**src/rtl/swuart_pkg.sv**
```systemverilog
// Shared types, constants and helpers for the single wire half duplex UART.
// No dependencies; imported by every module of the block except swuart_ram.
`timescale 1ns / 1ps
`default_nettype none

package swuart_pkg;

  localparam int RING_DEPTH = 64;
  localparam int IDX_W      = $clog2(RING_DEPTH);
  localparam int CNT_W      = (IDX_W + 1 > 6) ? IDX_W + 1 : 6;
  localparam int BYTE_W     = 8;
  localparam int PERIOD_W   = 16;
  localparam int TICK_W     = 17;
  localparam int BITCNT_W   = 4;
  localparam int ADDR_W     = 4;
  localparam int DATA_W     = 32;

  localparam logic [BITCNT_W-1:0] DATA_BITS = 4'd8;

  localparam logic [PERIOD_W-1:0] BIT_PERIOD_RST   = 16'd16;
  localparam logic [PERIOD_W-1:0] FIRST_SAMPLE_RST = 16'd24;

  localparam logic [1:0] REG_BIT_PERIOD   = 2'd0;
  localparam logic [1:0] REG_FIRST_SAMPLE = 2'd1;
  localparam logic [1:0] REG_TWO_WIRE     = 2'd2;
  localparam logic [1:0] REG_FINISH_EARLY = 2'd3;

  typedef enum logic [2:0] {
    PH_IDLE = 3'd0,
    PH_RX   = 3'd1,
    PH_PRE  = 3'd2,
    PH_TX   = 3'd3,
    PH_STOP = 3'd4
  } phase_t;

  typedef struct packed {
    logic [PERIOD_W-1:0] bit_period;
    logic [PERIOD_W-1:0] first_sample_delay;
    logic                two_wire_mode;
    logic                finish_early;
  } cfg_t;

  typedef struct packed {
    logic              valid;
    logic [BYTE_W-1:0] data;
  } store_t;

  function automatic logic [IDX_W-1:0] next_idx(input logic [IDX_W-1:0] i);
    next_idx = (i == IDX_W'(RING_DEPTH - 1)) ? '0 : i + 1'b1;
  endfunction

  function automatic logic [TICK_W-1:0] at_least_one(input logic [TICK_W-1:0] x);
    at_least_one = (x == '0) ? TICK_W'(1) : x;
  endfunction

endpackage

`default_nettype wire

```
**src/rtl/swuart_ram.sv**
```systemverilog
// Generic single write port, single read port RAM with registered read data.
// No dependencies.
`timescale 1ns / 1ps
`default_nettype none

module swuart_ram #(
  parameter int WIDTH = 8,
  parameter int DEPTH = 64
) (
  input  wire logic                     clk,
  input  wire logic                     we,
  input  wire logic [$clog2(DEPTH)-1:0] waddr,
  input  wire logic [WIDTH-1:0]         wdata,
  input  wire logic [$clog2(DEPTH)-1:0] raddr,
  output logic      [WIDTH-1:0]         rdata
);

  logic [WIDTH-1:0] mem [DEPTH];

  always_ff @(posedge clk) begin
    if (we) begin
      mem[waddr] <= wdata;
    end
    rdata <= mem[raddr];
  end

endmodule

`default_nettype wire

```
**src/rtl/swuart_cfg.sv**
```systemverilog
// APB-style configuration registers: bit period, first sample delay, mode bits.
// Depends on swuart_pkg.
`timescale 1ns / 1ps
`default_nettype none

module swuart_cfg (
  input  wire logic                         clk,
  input  wire logic                         rst,
  input  wire logic                         psel,
  input  wire logic                         penable,
  input  wire logic                         pwrite,
  input  wire logic [swuart_pkg::ADDR_W-1:0] paddr,
  input  wire logic [swuart_pkg::DATA_W-1:0] pwdata,
  output logic      [swuart_pkg::DATA_W-1:0] prdata,
  output logic                              pready,
  output swuart_pkg::cfg_t                  cfg
);
  import swuart_pkg::*;

  logic       wr_en;
  logic [1:0] reg_sel;

  assign pready  = 1'b1;
  assign wr_en   = psel && penable && pwrite && pready;
  assign reg_sel = paddr[3:2];

  always_ff @(posedge clk) begin
    if (rst) begin
      cfg.bit_period         <= BIT_PERIOD_RST;
      cfg.first_sample_delay <= FIRST_SAMPLE_RST;
      cfg.two_wire_mode      <= 1'b0;
      cfg.finish_early       <= 1'b0;
    end else if (wr_en) begin
      unique case (reg_sel)
        REG_BIT_PERIOD:   cfg.bit_period         <= pwdata[PERIOD_W-1:0];
        REG_FIRST_SAMPLE: cfg.first_sample_delay <= pwdata[PERIOD_W-1:0];
        REG_TWO_WIRE:     cfg.two_wire_mode      <= pwdata[0];
        REG_FINISH_EARLY: cfg.finish_early       <= pwdata[0];
        default:          cfg.finish_early       <= cfg.finish_early;
      endcase
    end
  end

  always_comb begin
    unique case (reg_sel)
      REG_BIT_PERIOD:   prdata = DATA_W'(cfg.bit_period);
      REG_FIRST_SAMPLE: prdata = DATA_W'(cfg.first_sample_delay);
      REG_TWO_WIRE:     prdata = DATA_W'(cfg.two_wire_mode);
      REG_FINISH_EARLY: prdata = DATA_W'(cfg.finish_early);
      default:          prdata = '0;
    endcase
  end

endmodule

`default_nettype wire

```
**src/rtl/swuart_engine.sv**
```systemverilog
// Receive/transmit sequencer: start edge detect, bit timing, shift register.
// Depends on swuart_pkg.
`timescale 1ns / 1ps
`default_nettype none

module swuart_engine (
  input  wire logic                         clk,
  input  wire logic                         rst,
  input  wire logic                         step,
  input  wire logic                         line_level,
  input  wire logic                         send_request,
  input  wire logic [swuart_pkg::BYTE_W-1:0] send_byte,
  input  swuart_pkg::cfg_t                  cfg,
  output logic                              drive_low_next,
  output logic                              busy_next,
  output swuart_pkg::store_t                store
);
  import swuart_pkg::*;

  phase_t                phase;
  phase_t                phase_next;
  logic [TICK_W-1:0]     tick;
  logic [TICK_W-1:0]     tick_next;
  logic [BITCNT_W-1:0]   bit_cnt;
  logic [BITCNT_W-1:0]   bit_cnt_next;
  logic [BYTE_W-1:0]     shift;
  logic [BYTE_W-1:0]     shift_next;
  logic                  prev_level;
  logic                  wait_first;
  logic                  wait_first_next;
  logic                  drive_low;

  logic                  falling;
  logic [TICK_W-1:0]     tick_dec;
  logic [TICK_W-1:0]     period_min1;
  logic [TICK_W-1:0]     double_min1;
  logic [TICK_W-1:0]     stop_min1;
  logic [BITCNT_W-1:0]   bit_inc;
  logic [BYTE_W-1:0]     rx_shift;
  logic                  rx_sample;

  assign falling     = prev_level && !line_level;
  assign tick_dec    = (tick == '0) ? '0 : tick - 1'b1;
  assign period_min1 = at_least_one(TICK_W'(cfg.bit_period));
  assign double_min1 = at_least_one({cfg.bit_period, 1'b0});
  assign stop_min1   = at_least_one(cfg.finish_early ? TICK_W'(cfg.bit_period[PERIOD_W-1:1])
                                                     : TICK_W'(cfg.bit_period));
  assign bit_inc     = bit_cnt + 1'b1;
  assign rx_shift    = {line_level, shift[BYTE_W-1:1]};
  assign rx_sample   = (tick <= TICK_W'(1));

  always_comb begin
    phase_next = phase;
    unique case (phase)
      PH_IDLE: begin
        if (falling) begin
          phase_next = PH_RX;
        end else if (send_request) begin
          phase_next = wait_first ? PH_PRE : PH_TX;
        end
      end
      PH_RX: begin
        if (rx_sample && bit_inc >= DATA_BITS) begin
          phase_next = PH_IDLE;
        end
      end
      PH_PRE: begin
        if (tick_dec == '0) begin
          phase_next = PH_TX;
        end
      end
      PH_TX: begin
        if (tick_dec == '0 && bit_cnt >= DATA_BITS) begin
          phase_next = PH_STOP;
        end
      end
      PH_STOP: begin
        if (tick_dec == '0) begin
          phase_next = PH_IDLE;
        end
      end
      default: phase_next = PH_IDLE;
    endcase
  end

  always_comb begin
    tick_next       = tick;
    bit_cnt_next    = bit_cnt;
    shift_next      = shift;
    wait_first_next = wait_first;
    drive_low_next  = drive_low;
    store           = '{valid: 1'b0, data: rx_shift};
    unique case (phase)
      PH_IDLE: begin
        if (falling) begin
          tick_next    = TICK_W'(cfg.first_sample_delay);
          bit_cnt_next = '0;
          shift_next   = '0;
        end else if (send_request) begin
          shift_next = send_byte;
          if (wait_first) begin
            wait_first_next = 1'b0;
            drive_low_next  = 1'b0;
            tick_next       = double_min1;
          end else begin
            drive_low_next = 1'b1;
            bit_cnt_next   = '0;
            tick_next      = period_min1;
          end
        end
      end
      PH_RX: begin
        if (rx_sample) begin
          shift_next   = rx_shift;
          bit_cnt_next = bit_inc;
          tick_next    = TICK_W'(cfg.bit_period);
          if (bit_inc >= DATA_BITS) begin
            store.valid     = 1'b1;
            wait_first_next = 1'b1;
            bit_cnt_next    = '0;
            tick_next       = '0;
          end
        end else begin
          tick_next = tick_dec;
        end
      end
      PH_PRE: begin
        tick_next = tick_dec;
        if (tick_dec == '0) begin
          drive_low_next = 1'b1;
          bit_cnt_next   = '0;
          tick_next      = period_min1;
        end
      end
      PH_TX: begin
        tick_next = tick_dec;
        if (tick_dec == '0) begin
          if (bit_cnt < DATA_BITS) begin
            drive_low_next = !shift[0];
            shift_next     = {1'b0, shift[BYTE_W-1:1]};
            bit_cnt_next   = bit_inc;
            tick_next      = period_min1;
          end else begin
            drive_low_next = 1'b0;
            tick_next      = stop_min1;
          end
        end
      end
      PH_STOP: begin
        tick_next = tick_dec;
        if (tick_dec == '0) begin
          bit_cnt_next = '0;
        end
      end
      default: begin
        drive_low_next = 1'b0;
        tick_next      = '0;
        bit_cnt_next   = '0;
      end
    endcase
  end

  assign busy_next = (phase_next != PH_IDLE);

  always_ff @(posedge clk) begin
    if (rst) begin
      phase      <= PH_IDLE;
      tick       <= '0;
      bit_cnt    <= '0;
      shift      <= '0;
      prev_level <= 1'b1;
      wait_first <= 1'b1;
      drive_low  <= 1'b0;
    end else if (step) begin
      phase      <= phase_next;
      tick       <= tick_next;
      bit_cnt    <= bit_cnt_next;
      shift      <= shift_next;
      prev_level <= line_level;
      wait_first <= wait_first_next;
      drive_low  <= drive_low_next;
    end
  end

  a_rx_done_to_idle: assert property (@(posedge clk) disable iff (rst)
    step && store.valid |=> phase == PH_IDLE && wait_first)
    else $error("reception end did not return to idle");

  a_start_from_idle: assert property (@(posedge clk) disable iff (rst)
    step && $past(1'b1) && phase == PH_RX && !$past(phase == PH_RX) |-> $past(step))
    else $error("reception entered without a transfer");

endmodule

`default_nettype wire

```
**src/rtl/swuart_ring.sv**
```systemverilog
// Receive ring buffer: RAM, read/write indices, fill count, sticky drop flag.
// Depends on swuart_pkg and swuart_ram.
`timescale 1ns / 1ps
`default_nettype none

module swuart_ring (
  input  wire logic                         clk,
  input  wire logic                         rst,
  input  wire logic                         step,
  input  swuart_pkg::store_t                store,
  input  wire logic                         pop_request,
  input  wire logic                         overflow_ack,
  output logic      [swuart_pkg::BYTE_W-1:0] oldest_byte,
  output logic                              rx_not_empty,
  output logic      [5:0]                   rx_count,
  output logic                              overflow_flag
);
  import swuart_pkg::*;

  logic [IDX_W-1:0]  rd;
  logic [IDX_W-1:0]  rd_next;
  logic [IDX_W-1:0]  wr;
  logic [IDX_W-1:0]  wr_rep;
  logic [IDX_W-1:0]  wr_inc;
  logic              dropped;
  logic              dropped_rep;
  logic              full;
  logic              stored;
  logic              empty_before;
  logic              we;
  logic [BYTE_W-1:0] ram_q;
  logic [BYTE_W-1:0] head;
  logic              fwd_valid;
  logic [BYTE_W-1:0] fwd_data;
  logic [CNT_W-1:0]  cnt;

  assign wr_inc       = next_idx(wr);
  assign full         = (wr_inc == rd);
  assign stored       = store.valid && !full;
  assign we           = step && stored;
  assign wr_rep       = stored ? wr_inc : wr;
  assign empty_before = (rd == wr);
  assign rx_not_empty = (rd != wr_rep);
  assign dropped_rep  = dropped || (store.valid && full);
  assign head         = fwd_valid ? fwd_data : ram_q;

  assign oldest_byte   = !rx_not_empty ? '0 : (empty_before ? store.data : head);
  assign overflow_flag = dropped_rep;

  assign cnt = (wr_rep >= rd) ? CNT_W'(wr_rep) - CNT_W'(rd)
                              : CNT_W'(wr_rep) + CNT_W'(RING_DEPTH) - CNT_W'(rd);
  assign rx_count = cnt[5:0];

  assign rd_next = (step && pop_request && rx_not_empty) ? next_idx(rd) : rd;

  swuart_ram #(
    .WIDTH (BYTE_W),
    .DEPTH (RING_DEPTH)
  ) u_ram (
    .clk   (clk),
    .we    (we),
    .waddr (wr),
    .wdata (store.data),
    .raddr (rd_next),
    .rdata (ram_q)
  );

  always_ff @(posedge clk) begin
    fwd_data <= store.data;
  end

  always_ff @(posedge clk) begin
    if (rst) begin
      rd        <= '0;
      wr        <= '0;
      dropped   <= 1'b0;
      fwd_valid <= 1'b0;
    end else begin
      rd        <= rd_next;
      fwd_valid <= we && (wr == rd_next);
      if (step) begin
        wr      <= wr_rep;
        dropped <= dropped_rep && !overflow_ack;
      end
    end
  end

  a_drop_sets_flag: assert property (@(posedge clk) disable iff (rst)
    step && store.valid && full && !overflow_ack |=> dropped)
    else $error("dropped byte did not set overflow flag");

  a_idle_holds_indices: assert property (@(posedge clk) disable iff (rst)
    !step |=> $stable(rd) && $stable(wr))
    else $error("ring indices moved without a transfer");

  a_pop_advances: assert property (@(posedge clk) disable iff (rst)
    step && pop_request && rx_not_empty |=> rd != $past(rd))
    else $error("pop did not advance read index");

endmodule

`default_nettype wire

```
**src/rtl/single_wire_half_duplex_uart_top.sv**
```systemverilog
// Top level of the single wire half duplex UART: input and result registers,
// handshakes, configuration port. Depends on swuart_pkg, swuart_cfg,
// swuart_engine, swuart_ring.
//
//   channel  direction  handshake             payload
//   in       to block   in_valid / in_stall   line_level, send_request, send_byte,
//                                             pop_request, overflow_ack
//   out      from block out_valid / out_stall wire_pull_low, tx_pin_level,
//                                             oldest_byte, rx_not_empty, rx_count,
//                                             overflow_flag, busy_res
//   apb      to block   psel/penable/pready   paddr, pwrite, pwdata, prdata
//
// One transfer per clock sustained while the result side does not stall.
// The single pass from the input register to the result register sets the rate;
// the ring RAM read port is addressed with the next read index, with write forwarding.
// Reset is synchronous; the ring is empty at once, with no clearing pass.
// A stall on the result side holds the result register and then the input register.
`timescale 1ns / 1ps
`default_nettype none

module single_wire_half_duplex_uart_top (
  input  wire logic                         clk,
  input  wire logic                         rst,
  input  wire logic                         in_valid,
  output logic                              in_stall,
  input  wire logic                         line_level,
  input  wire logic                         send_request,
  input  wire logic [swuart_pkg::BYTE_W-1:0] send_byte,
  input  wire logic                         pop_request,
  input  wire logic                         overflow_ack,
  output logic                              out_valid,
  input  wire logic                         out_stall,
  output logic                              wire_pull_low,
  output logic                              tx_pin_level,
  output logic      [swuart_pkg::BYTE_W-1:0] oldest_byte,
  output logic                              rx_not_empty,
  output logic      [5:0]                   rx_count,
  output logic                              overflow_flag,
  output logic                              busy_res,
  input  wire logic                         psel,
  input  wire logic                         penable,
  input  wire logic                         pwrite,
  input  wire logic [swuart_pkg::ADDR_W-1:0] paddr,
  input  wire logic [swuart_pkg::DATA_W-1:0] pwdata,
  output logic      [swuart_pkg::DATA_W-1:0] prdata,
  output logic                              pready
);
  import swuart_pkg::*;

  cfg_t              cfg;
  store_t            store;
  logic              item_valid;
  logic              item_line;
  logic              item_sreq;
  logic [BYTE_W-1:0] item_byte;
  logic              item_pop;
  logic              item_ack;
  logic              step;
  logic              accept;
  logic              drive_low_next;
  logic              busy_next;
  logic [BYTE_W-1:0] ring_oldest;
  logic              ring_not_empty;
  logic [5:0]        ring_count;
  logic              ring_overflow;

  assign step     = item_valid && (!out_valid || !out_stall);
  assign in_stall = item_valid && !step;
  assign accept   = in_valid && !in_stall;

  swuart_cfg u_cfg (
    .clk     (clk),
    .rst     (rst),
    .psel    (psel),
    .penable (penable),
    .pwrite  (pwrite),
    .paddr   (paddr),
    .pwdata  (pwdata),
    .prdata  (prdata),
    .pready  (pready),
    .cfg     (cfg)
  );

  swuart_engine u_engine (
    .clk            (clk),
    .rst            (rst),
    .step           (step),
    .line_level     (item_line),
    .send_request   (item_sreq),
    .send_byte      (item_byte),
    .cfg            (cfg),
    .drive_low_next (drive_low_next),
    .busy_next      (busy_next),
    .store          (store)
  );

  swuart_ring u_ring (
    .clk           (clk),
    .rst           (rst),
    .step          (step),
    .store         (store),
    .pop_request   (item_pop),
    .overflow_ack  (item_ack),
    .oldest_byte   (ring_oldest),
    .rx_not_empty  (ring_not_empty),
    .rx_count      (ring_count),
    .overflow_flag (ring_overflow)
  );

  always_ff @(posedge clk) begin
    if (rst) begin
      item_valid <= 1'b0;
    end else if (accept) begin
      item_valid <= 1'b1;
    end else if (step) begin
      item_valid <= 1'b0;
    end
  end

  always_ff @(posedge clk) begin
    if (accept) begin
      item_line <= line_level;
      item_sreq <= send_request;
      item_byte <= send_byte;
      item_pop  <= pop_request;
      item_ack  <= overflow_ack;
    end
  end

  always_ff @(posedge clk) begin
    if (rst) begin
      out_valid <= 1'b0;
    end else if (step) begin
      out_valid <= 1'b1;
    end else if (!out_stall) begin
      out_valid <= 1'b0;
    end
  end

  always_ff @(posedge clk) begin
    if (step) begin
      wire_pull_low <= !cfg.two_wire_mode && drive_low_next;
      tx_pin_level  <= !(cfg.two_wire_mode && drive_low_next);
      oldest_byte   <= ring_oldest;
      rx_not_empty  <= ring_not_empty;
      rx_count      <= ring_count;
      overflow_flag <= ring_overflow;
      busy_res      <= busy_next;
    end
  end

endmodule

`default_nettype wire

```
**config.mk**
```make
export PLATFORM = sky130hd
export DESIGN_NAME = single_wire_half_duplex_uart_top
export DESIGN_NICKNAME = d
export VERILOG_FILES = /design/src/rtl/swuart_pkg.sv /design/src/rtl/swuart_ram.sv /design/src/rtl/swuart_cfg.sv /design/src/rtl/swuart_engine.sv /design/src/rtl/swuart_ring.sv /design/src/rtl/single_wire_half_duplex_uart_top.sv
export SDC_FILE = /design/constraint.sdc
export NUM_CORES = 1
export LEC_CHECK = 0
export BUFFER_PORTS_ARGS = -buffer_cell sky130_fd_sc_hd__buf_2
export CORE_MARGIN = 8
export CORE_UTILIZATION = 35
export CTS_CLUSTER_SIZE = 25
export DETAILED_ROUTE_END_ITERATION = 8
export PLACE_DENSITY = 0.5
export SYNTH_ARGS = -nofsm -noshare
export SYNTH_HDL_FRONTEND = slang
export SYNTH_SLANG_ARGS = --single-unit
```
**constraint.sdc**
```tcl
create_clock -name clk -period 6.7 [get_ports clk]
set_input_delay 1.005 -clock clk [delete_from_list [all_inputs] [get_ports clk]]
set_output_delay 1.005 -clock clk [all_outputs]
set_load 0.005 [all_outputs]
```
# After elaboration in Yosys (flattened, before gate mapping)
# Memory sizes are Yosys's and may differ from the RTL's. A register that Yosys moved wholly into a read port is not among the register bits.
# Cells that the tools add are included.
# word_totals
reg_bits	124
mem_bits_rw	512
memories	1
output_inout_bits	54
input_bits	55
# memory_table
memory	words	width	read_ports	rd_ports_with_merged_regs	wr	line_no	text
u_ring.u_ram.mem	64	8	1	1	1	swuart_ram.sv:18	logic [WIDTH-1:0] mem [DEPTH];
# classes
magnitude_cmp	5
reduce_logical	49
addsub	7
mux	66
n_eq_ne	23
# ops
op	n
2-to-1 mux 17 bit	10
case mux 32 bit (4 select lines)	1
case mux 17 bit (5 select lines)	1
2-to-1 mux 8 bit	7
zero test 17 bit	3
2-to-1 mux 16 bit	3
2-to-1 mux 4 bit	8
2-to-1 mux 6 bit	5
case mux 8 bit (3 select lines)	1
2-to-1 mux 1 bit	20
adder 6 x 1 -> 6 bit, second input constant	3
== test 6 bit	3
2-to-1 mux 3 bit	6
<= comparator 17 x 1 -> 1 bit, second input constant	1
logical AND 1 bit	17
subtractor 17 x 1 -> 17 bit, second input constant	1
zero test 16 bit	1
case mux 4 bit (4 select lines)	1
case mux 3 bit (5 select lines)	1
== test 6 bit, second input constant	2
!= test 2 x 1 -> 1 bit, second input constant	6
AND reduction 6 bit	2
subtractor 6 bit	2
zero test 1 bit	10
other kinds (23)	35

# Logic depth before layout (Yosys ltp)
# Gate-level depths: netlist of the first run.
# logic_depth
word_depth	12
depth_mapped	24

# Hierarchy
# From an unflattened synthesis of the first run, not the netlist that was laid out.
# hier_totals
cells_unflattened	1867
area_unflattened_um2	28209.6
# modules_own_cells
mod	area_per_inst_um2	instances	cells_each
swuart_ram	20166.8	1	940
swuart_engine	3209.3	1	448
swuart_ring	1983.2	1	248
swuart_cfg	1823.0	1	188
single_wire_half_duplex_uart_top	1027.2	1	43

# Least setup slack after synthesis of the first run
# Ideal clock, no wire load.
# synth_path
kind	reg-to-reg
startpoint	register u_ring.wr[0]
endpoint	register u_ring.u_ram.rdata[6] (read register of u_ring.u_ram.mem)
path_buffers	3
setup_time_ns	0.135
setup_slack_ns	1.980
stages_incl_launch_ff	24
arrival_ns	4.585
cell_sequence	dfxtp_1 ha_1 clkbuf_1 nand2_1 nor2_1 nor2_1 xnor2_1 nand3_1 nor2_1 nand2b_1 nor2_1 xor2_1 ha_1 nand3_1 nor2_1 a21boi_1 a21oi_4 mux2_2 buf_6 nand3_2 clkbuf_1 o22ai_1 a2111oi_0 nor4_1
# synth_between
elab_chain_cells	9
word_cells_on_any_way	10
# synth_lines
element	line_no	text
start, declared	swuart_ring.sv:22	logic [IDX_W-1:0] wr;
start signal, assigned	swuart_ring.sv:82	wr <= wr_rep;
adder 6 x 1 -> 6 bit or == test 6 bit (tied branches)	swuart_pkg.sv:49	next_idx = (i == IDX_W'(RING_DEPTH - 1)) ? '0 : i + 1'b1;
2-to-1 mux 6 bit *	swuart_pkg.sv:49	
== test 6 bit	swuart_ring.sv:38	assign full = (wr_inc == rd);
zero test 1 bit	swuart_ring.sv:39	assign stored = store.valid && !full;
logical AND 1 bit	swuart_ring.sv:39	
2-to-1 mux 6 bit *	swuart_ring.sv:41	assign wr_rep = stored ? wr_inc : wr;
net u_ring.wr_rep[4]	swuart_ring.sv:23	logic [IDX_W-1:0] wr_rep;
!= test 6 bit *	swuart_ring.sv:43	assign rx_not_empty = (rd != wr_rep);
logical AND 1 bit *	swuart_ring.sv:54	assign rd_next = (step && pop_request && rx_not_empty) ? next_idx(rd) : rd;
2-to-1 mux 6 bit *	swuart_ring.sv:54	
end, declared	swuart_ram.sv:15	output logic [WIDTH-1:0] rdata
# Mark *: on every way through the listed nets, which the timed path passes. The rest lies on a longest branch.
# A chain may end at the register's enable or synchronous reset.

# Worst setup path in the final report of the first run
# layout_path
startpoint	register u_ring.wr[2]
endpoint	register u_ring.u_ram.rdata[4] (read register of u_ring.u_ram.mem)
# Same word-level chain as after synthesis.

==> flow_metrics.tcl, run 1 <==
set metrics [dict create \
    p_leak_nw 10.67 \
    worstHoldPathCells 0 \
    hold_class "flop to flop" \
    drive_gt1_frac 0.1234 \
    num_vias 18420 \
    routabilityCongestion 0.8477 \
    status "complete, no violations" \
    min_to "u_ring.fwd_data[3]" \
    grt_pass1_vias 18270 \
    synth.avg_cell_area_um2 13.00 \
    htree_levels 3 \
    grt.met3_usage 0.03409 \
    critPathKind "flop to flop" \
    path_clk_slew_ps 60 \
    finalHoldViolCount 0 \
    max_cap_violations 0 \
    antenna_found_initial 4 \
    ys_warn_count 0 \
    cts.sinks 644 \
    clock.fmax_mhz 161.2 \
    syn-cell-area_um2 28180 \
    globalRouteTotalUtil 0.1706 \
    wl_mm 78.62 \
    port_buffers 73 \
    synth_commonest_cells "edfxtp_1 (543), mux2i_1 (182), nor2_1 (162)" \
    drc 0 \
    hold_buffers 0 \
    yosysTopAreaCell "edfxtp_1" \
    startpoint "u_ring.wr[2]" \
    preCtsSetupSlack_ps 583.6 \
    rsz0062_at_grt "no" \
    slew_violations 0 \
    root_buffer "clkbuf_16" \
    start_util 0.3515 \
    clk_path_buf_depth 3 \
    relSlewSlack 0.1487 \
    period_needed_ps 6204 \
    slowest_stage "dfxtp_1" \
    rows 104 \
    grt_pass1_wl_mm 118.1 \
    place_hpwl_mm 49.90 \
    place_inst 3222 \
    grt_busiest_layer "met2" \
    instances_no_fill 3355 \
    hold_path_startpoint "u_engine.shift[4]" \
    post-cts-setup-buffer-count 0 \
    path_max_fanout 19 \
    dieArea_um2 89840 \
    critPathArrivalTime_ps 6750 \
    r2r_end "u_ring.u_ram.rdata[4]" \
    rrSetupSlack_ps 500 \
    core_um2 80160 \
    cts_buffers 71 \
    cts-resized-gates 0 \
    synth_edf_count 543 \
    grt_overflow_total 0 \
    synth_top_area_frac 0.5787 \
    yosysMostFrequentCell "edfxtp_1" \
    syn_inst 2168 \
    use_met2 0.2744 \
    final_core_utilization 0.4006 \
    yosysUniqueCellTypes 90 \
    finalClockSkew_ps 32.74 \
    ys.flop_type "edfxtp_1" \
    drt-pass1-iter-count 5 \
    critPathLaunchType "flop" \
    ys_ff_latch 644 \
    ir_worst_vdd_mv 0.1857 \
    clock_latency_ps 620 \
    crit_chain "and3_1 -> xnor2_1 -> nor2_1 -> xnor2_1 -> nand3_1 -> nor2_1 -> nor2_1 -> a21oi_1 -> a21oi_1 -> ha_1 -> nand3_1 -> nor2_1 -> buf_4 -> a21boi_1 -> a21oi_4 -> mux2_2 -> nand3_2 -> buf_4 -> o22ai_1 -> nor4_1 -> buf_4 -> nor4_1 -> buf_4" \
    via_per_inst 5.491 \
    ys_async_sr_fraction 0 \
    totalPowerFinal_w 0.008797 \
    crit_path_end_kind "flop" \
    rr_worst_depth 23 \
    syn_to_final_growth_pct 13.97 \
    worstReg2RegStart "u_ring.wr[2]" \
    wl_per_cell_um 23.43 \
    drt-initial-drc-count 1695 \
    synth.area.top_cells "edfxtp_1 (58%), dfxtp_1 (7.2%), mux2i_1 (6.5%)" \
    die_w_um 299.7 \
    final_nets 2302 \
    grtUsageMet1 0.2364 \
    ios 109 \
    max_stage_delay_ps 770 \
    power_density_nw_per_um2 273.9 \
    tns_ps 0 \
    tightestPinTransition_ps 1266 \
    die_y_um 299.7 \
    antenna_violating_nets_post_route 0 \
    fillers 7635 \
    required_ps 7250 \
    fin_ws_ps 495.9 \
    min_period_over_period 0.9260 \
    grt_max_degree 126 \
    setup_viol 0 \
    seq_area_frac_synth 0.6505 \
    tritoncts "built" \
]
placed cells by master (no fill, tap or decap), types with 38 or more instances in the layout:
master / Yosys / final
o2111ai_1: 38 / 38
nor4_1: 50 / 50
a211oi_1: 41 / 41
buf_2: 41 / 73
nor2_1: 162 / 162
dfxtp_1: 101 / 94
buf_4: 26 / 60
and3_1: 81 / 81
o22ai_1: 59 / 59
a21oi_1: 89 / 89
clkbuf_16: 0 / 75
a21boi_0: 50 / 50
edfxtp_1: 543 / 543
nand2_1: 159 / 159
mux2i_1: 182 / 182
o21ai_0: 61 / 61
registers in the layout (all words and copies together) (netlist names), 3 cells and up:
signal,flops
item_byte,8
oldest_byte,8
rx_count,6
u_cfg.cfg,34
u_engine.bit_cnt,4
u_engine.phase,3
u_engine.shift,8
u_engine.tick,17
u_ring.fwd_data,8
u_ring.rd,6
u_ring.u_ram.mem,512
u_ring.u_ram.rdata,8
u_ring.wr,6
routing by layer:
layer,routed length (µm),part of all wire,up-vias
met5,13,0.00017,-
met4,1408,0.018,2
met3,4821,0.061,96
met2,36400,0.46,555
met1,35970,0.46,9259
li1,-,-,8509
critical path, delay by kind of cell (launching register included):
| kind | cells | cell delay [ps] |
|---|---|---|
| DFF | 1 | 770 |
| muxes | 1 | 590 |
| buffers and inverters | 4 | 860 |
| xor gates and xnor gates | 2 | 510 |
| and+or+nand+nor | 10 | 1750 |
| AOI/OAI and AO/OA | 5 | 1280 |
| adders and majority gates | 1 | 360 |
through the flow:
step                      hold slack [ps]  area (µm²)
final                               442.4       32110
after global routing                457.5       32110
after CTS                           446.0       32110
after detailed placement            443.4       29790
after floorplan                     427.3       28230
after global placement              442.4       29790
report_power, final:
part           switching (W)  internal (W)
Clock                0.00161       0.00227
Sequential         0.0000465       0.00440
Combinational       0.000343      0.000133
kinds of logic (layout without fill, tap and decap cells):
group | after synthesis | after routing | share of synthesized area
compound gates | 498 | 498 | 0.1249
xor+xnor | 37 | 37 | 0.01177
fa+ha+maj | 12 | 12 | 0.005595
buf+inv | 183 | 293 | 0.03046
flops | 644 | 644 | 0.6505
mux | 202 | 202 | 0.07345
other cells | 2 | 19 | 0.0002665
simple gates | 590 | 590 | 0.1031
layout make-up:
class	instances	area, µm²	share of cell area
clock inverter	37	362.8	0.01130
tap	1060	1326	0.04130
multi-input combinational	1356	9101	0.2834
inverter	23	86.33	0.002688
timing repair buffer	139	935.9	0.02914
clock buffer	94	1958	0.06098
sequential	644	18340	0.5710
antenna	2	5.005	0.0001559
how the worst max path moves through the flow:
stage                            end  slack [ps]  cells past startpoint
4_1_cts        u_ring.u_ram.rdata[4]         560                     23
2_1_floorplan  u_ring.u_ram.rdata[6]        1980                     23
3_5_place_dp   u_ring.u_ram.rdata[4]         580                     23
6_report       u_ring.u_ram.rdata[4]         500                     23
3_3_place_gp   u_ring.u_ram.rdata[4]         550                     23
5_1_grt        u_ring.u_ram.rdata[5]          20                     20
Note: power is estimated with default switching activity, not from simulation.
==> run 2, diff against run 1 <==
--- a/config.mk
+++ b/config.mk
@@ -7,10 +7,10 @@
 export LEC_CHECK = 0
 export BUFFER_PORTS_ARGS = -buffer_cell sky130_fd_sc_hd__buf_2
 export CORE_MARGIN = 8
-export CORE_UTILIZATION = 35
+export CORE_UTILIZATION = 40
 export CTS_CLUSTER_SIZE = 25
 export DETAILED_ROUTE_END_ITERATION = 8
-export PLACE_DENSITY = 0.5
+export PLACE_DENSITY = 0.56
 export SYNTH_ARGS = -nofsm -noshare
 export SYNTH_HDL_FRONTEND = slang
 export SYNTH_SLANG_ARGS = --single-unit
==> run 2 against run 1 <==
Net effect: wire length shrank 2.6%; power down 1.5%; global-route usage increased by 1.9 points; combinational power increased by 2%; flip-flop and latch count unchanged; die area decreased by 12%; clock power fell by 4%; largest cell class unchanged; largest power group unchanged.
==> flow_metrics.tcl, run 2 (synthesis gave the netlist of run 1 again) <==
set metrics [dict create \
    status "complete, no violations" \
    drc 0 \
    tightestPinTransition_ps 1113 \
    path_max_fanout 38 \
    clk_path_buf_depth 3 \
    cts.sinks 644 \
    wl_per_cell_um 23.74 \
    final_nets 2298 \
    core_um2 69910 \
    cts_buffers 70 \
    port_buffers 73 \
    routabilityCongestion 0.8960 \
    grt_max_degree 126 \
    postLayoutCellArea_um2 31830 \
    period_needed_ps 6291 \
    globalRouteTotalUtil 0.1899 \
    antenna_violating_nets_post_route 0 \
    num_vias 18470 \
    die_w_um 281.4 \
    critPathArrivalTime_ps 6790 \
    p_leak_nw 10.61 \
    clock.fmax_mhz 159.0 \
    totalPowerFinal_w 0.008661 \
    finalClockSkew_ps 43.52 \
    place_inst 3099 \
    post-cts-setup-buffer-count 0 \
    largest_register "u_ring.u_ram.mem" \
    slew_violations 0 \
    setup_viol 0 \
    dieArea_um2 79190 \
    grt_pass1_vias 18270 \
    place_hpwl_mm 48.03 \
    ir_worst_vdd_mv 0.2532 \
    max_cap_violations 0 \
    drive_gt1_frac 0.1221 \
    relSlewSlack 0.2578 \
    critPathLaunchType "flop" \
    tritoncts "built" \
    crit_path_end_kind "flop" \
    rows 97 \
    drt-pass1-iter-count 6 \
    root_buffer "clkbuf_16" \
    via_per_inst 5.722 \
    power_density_nw_per_um2 272.1 \
    hold_buffers 0 \
    grt_overflow_total 0 \
    instances_no_fill 3227 \
    fin_hold_ws_ps 397.6 \
    path_clk_slew_ps 60 \
    start_util 0.4030 \
    ios 109 \
    clock_latency_ps 630 \
    grt_pass1_wl_mm 114.6 \
    die_y_um 281.4 \
    drt-initial-drc-count 1770 \
    min_period_over_period 0.9390 \
    syn_to_final_growth_pct 12.97 \
    tns_ps 0 \
    largest_register_ffs 512 \
    place_area_um2 29610 \
    hold_class "flop to flop" \
    finalHoldViolCount 0 \
    reg_top3 "u_ring.u_ram.mem: 512 flops, u_cfg.cfg: 34 flops, u_engine.tick: 17 flops" \
    antenna_found_initial 2 \
    critPathKind "flop to flop" \
    required_ps 7200 \
    rsz0062_at_grt "no" \
    final_common_cell "edfxtp_1" \
    htree_levels 3 \
    cts-resized-gates 0 \
    wl_mm 76.60 \
    final_cell_mix "edfxtp_1 (543), mux2i_1 (182), nor2_1 (162)" \
]
## run 2: changes by cell type in the layout (fill, tap and decap cells not counted)
cell,before,now
buf_4,60,57
bufinv_16,5,4
clkbuf_1,18,23
clkbuf_16,75,70
clkbuf_8,1,4
clkinv_1,17,8
clkinv_2,9,8
clkinv_4,0,1
clkinvlp_4,1,2
inv_6,2,3
## run 2: critical path, cell delays in order (launching register included)
cell and delay [ps]:
dfxtp_1 770, and3_1 330, xnor2_1 130, nor2_1 60
xnor2_1 360, nand3_1 150, nor2_1 220, nand2b_1 220
nor2_1 80, xor2_1 150, ha_1 340, nand3_1 80
nor2_1 90, buf_4 150, a21boi_1 480, a211oi_2 230
a21boi_4 530, buf_12 310, buf_4 280, a311oi_1 130
nor4_1 710, nor4_1 150, buf_4 200
## run 2: per-stage QoR
step	utilization	setup WS [ps]
3_3_place_gp	0.4236	530.6
5_1_grt	0.4553	116.4
6_report	0.4553	408.8
2_1_floorplan	-	1980
3_5_place_dp	0.4236	546.8
4_1_cts	0.4553	530.1
## run 2: cell type report
cell class	count	area, µm²
Multi-Input combinational cell	1356	9101
Sequential cell	644	18340
Tap cell	940	1176
Clock inverter	29	319.1
Fill cell	6366	38080
Antenna cell	2	5.005
Timing Repair Buffer	136	913.4
Inverter	23	86.33
Clock buffer	97	1893
## run 2: path summary, 6_finish.rpt
| path | slack [ps] | from | to | cells past startpoint |
|---|---|---|---|---|
| setup / recovery | 410 | u_ring.wr[2] | u_ring.u_ram.rdata[2] | 22 |
| setup reg to reg | 410 | u_ring.wr[2] | u_ring.u_ram.rdata[2] | 22 |
| hold reg to reg | 400 | u_engine.shift[3] | u_ring.fwd_data[2] | 0 |
| hold / removal | 400 | u_engine.shift[3] | u_ring.fwd_data[2] | 0 |
## run 2: power breakdown
part / switching (W) / leakage, nW / internal [W]
clock network: 0.00159 / 1.07 / 0.00215
logic: 0.000349 / 3.39 / 0.000136
registers: 0.0000402 / 6.15 / 0.00440
## run 2: per-layer routing
metal  part of all wire  vias to the layer above  GRT usage
met4              0.021                        0    0.05199
met1               0.44                     9240     0.2594
met5                  0                        -          0
met2               0.47                      627     0.3065
met3              0.069                      105    0.03946
li1                   -                     8494          -
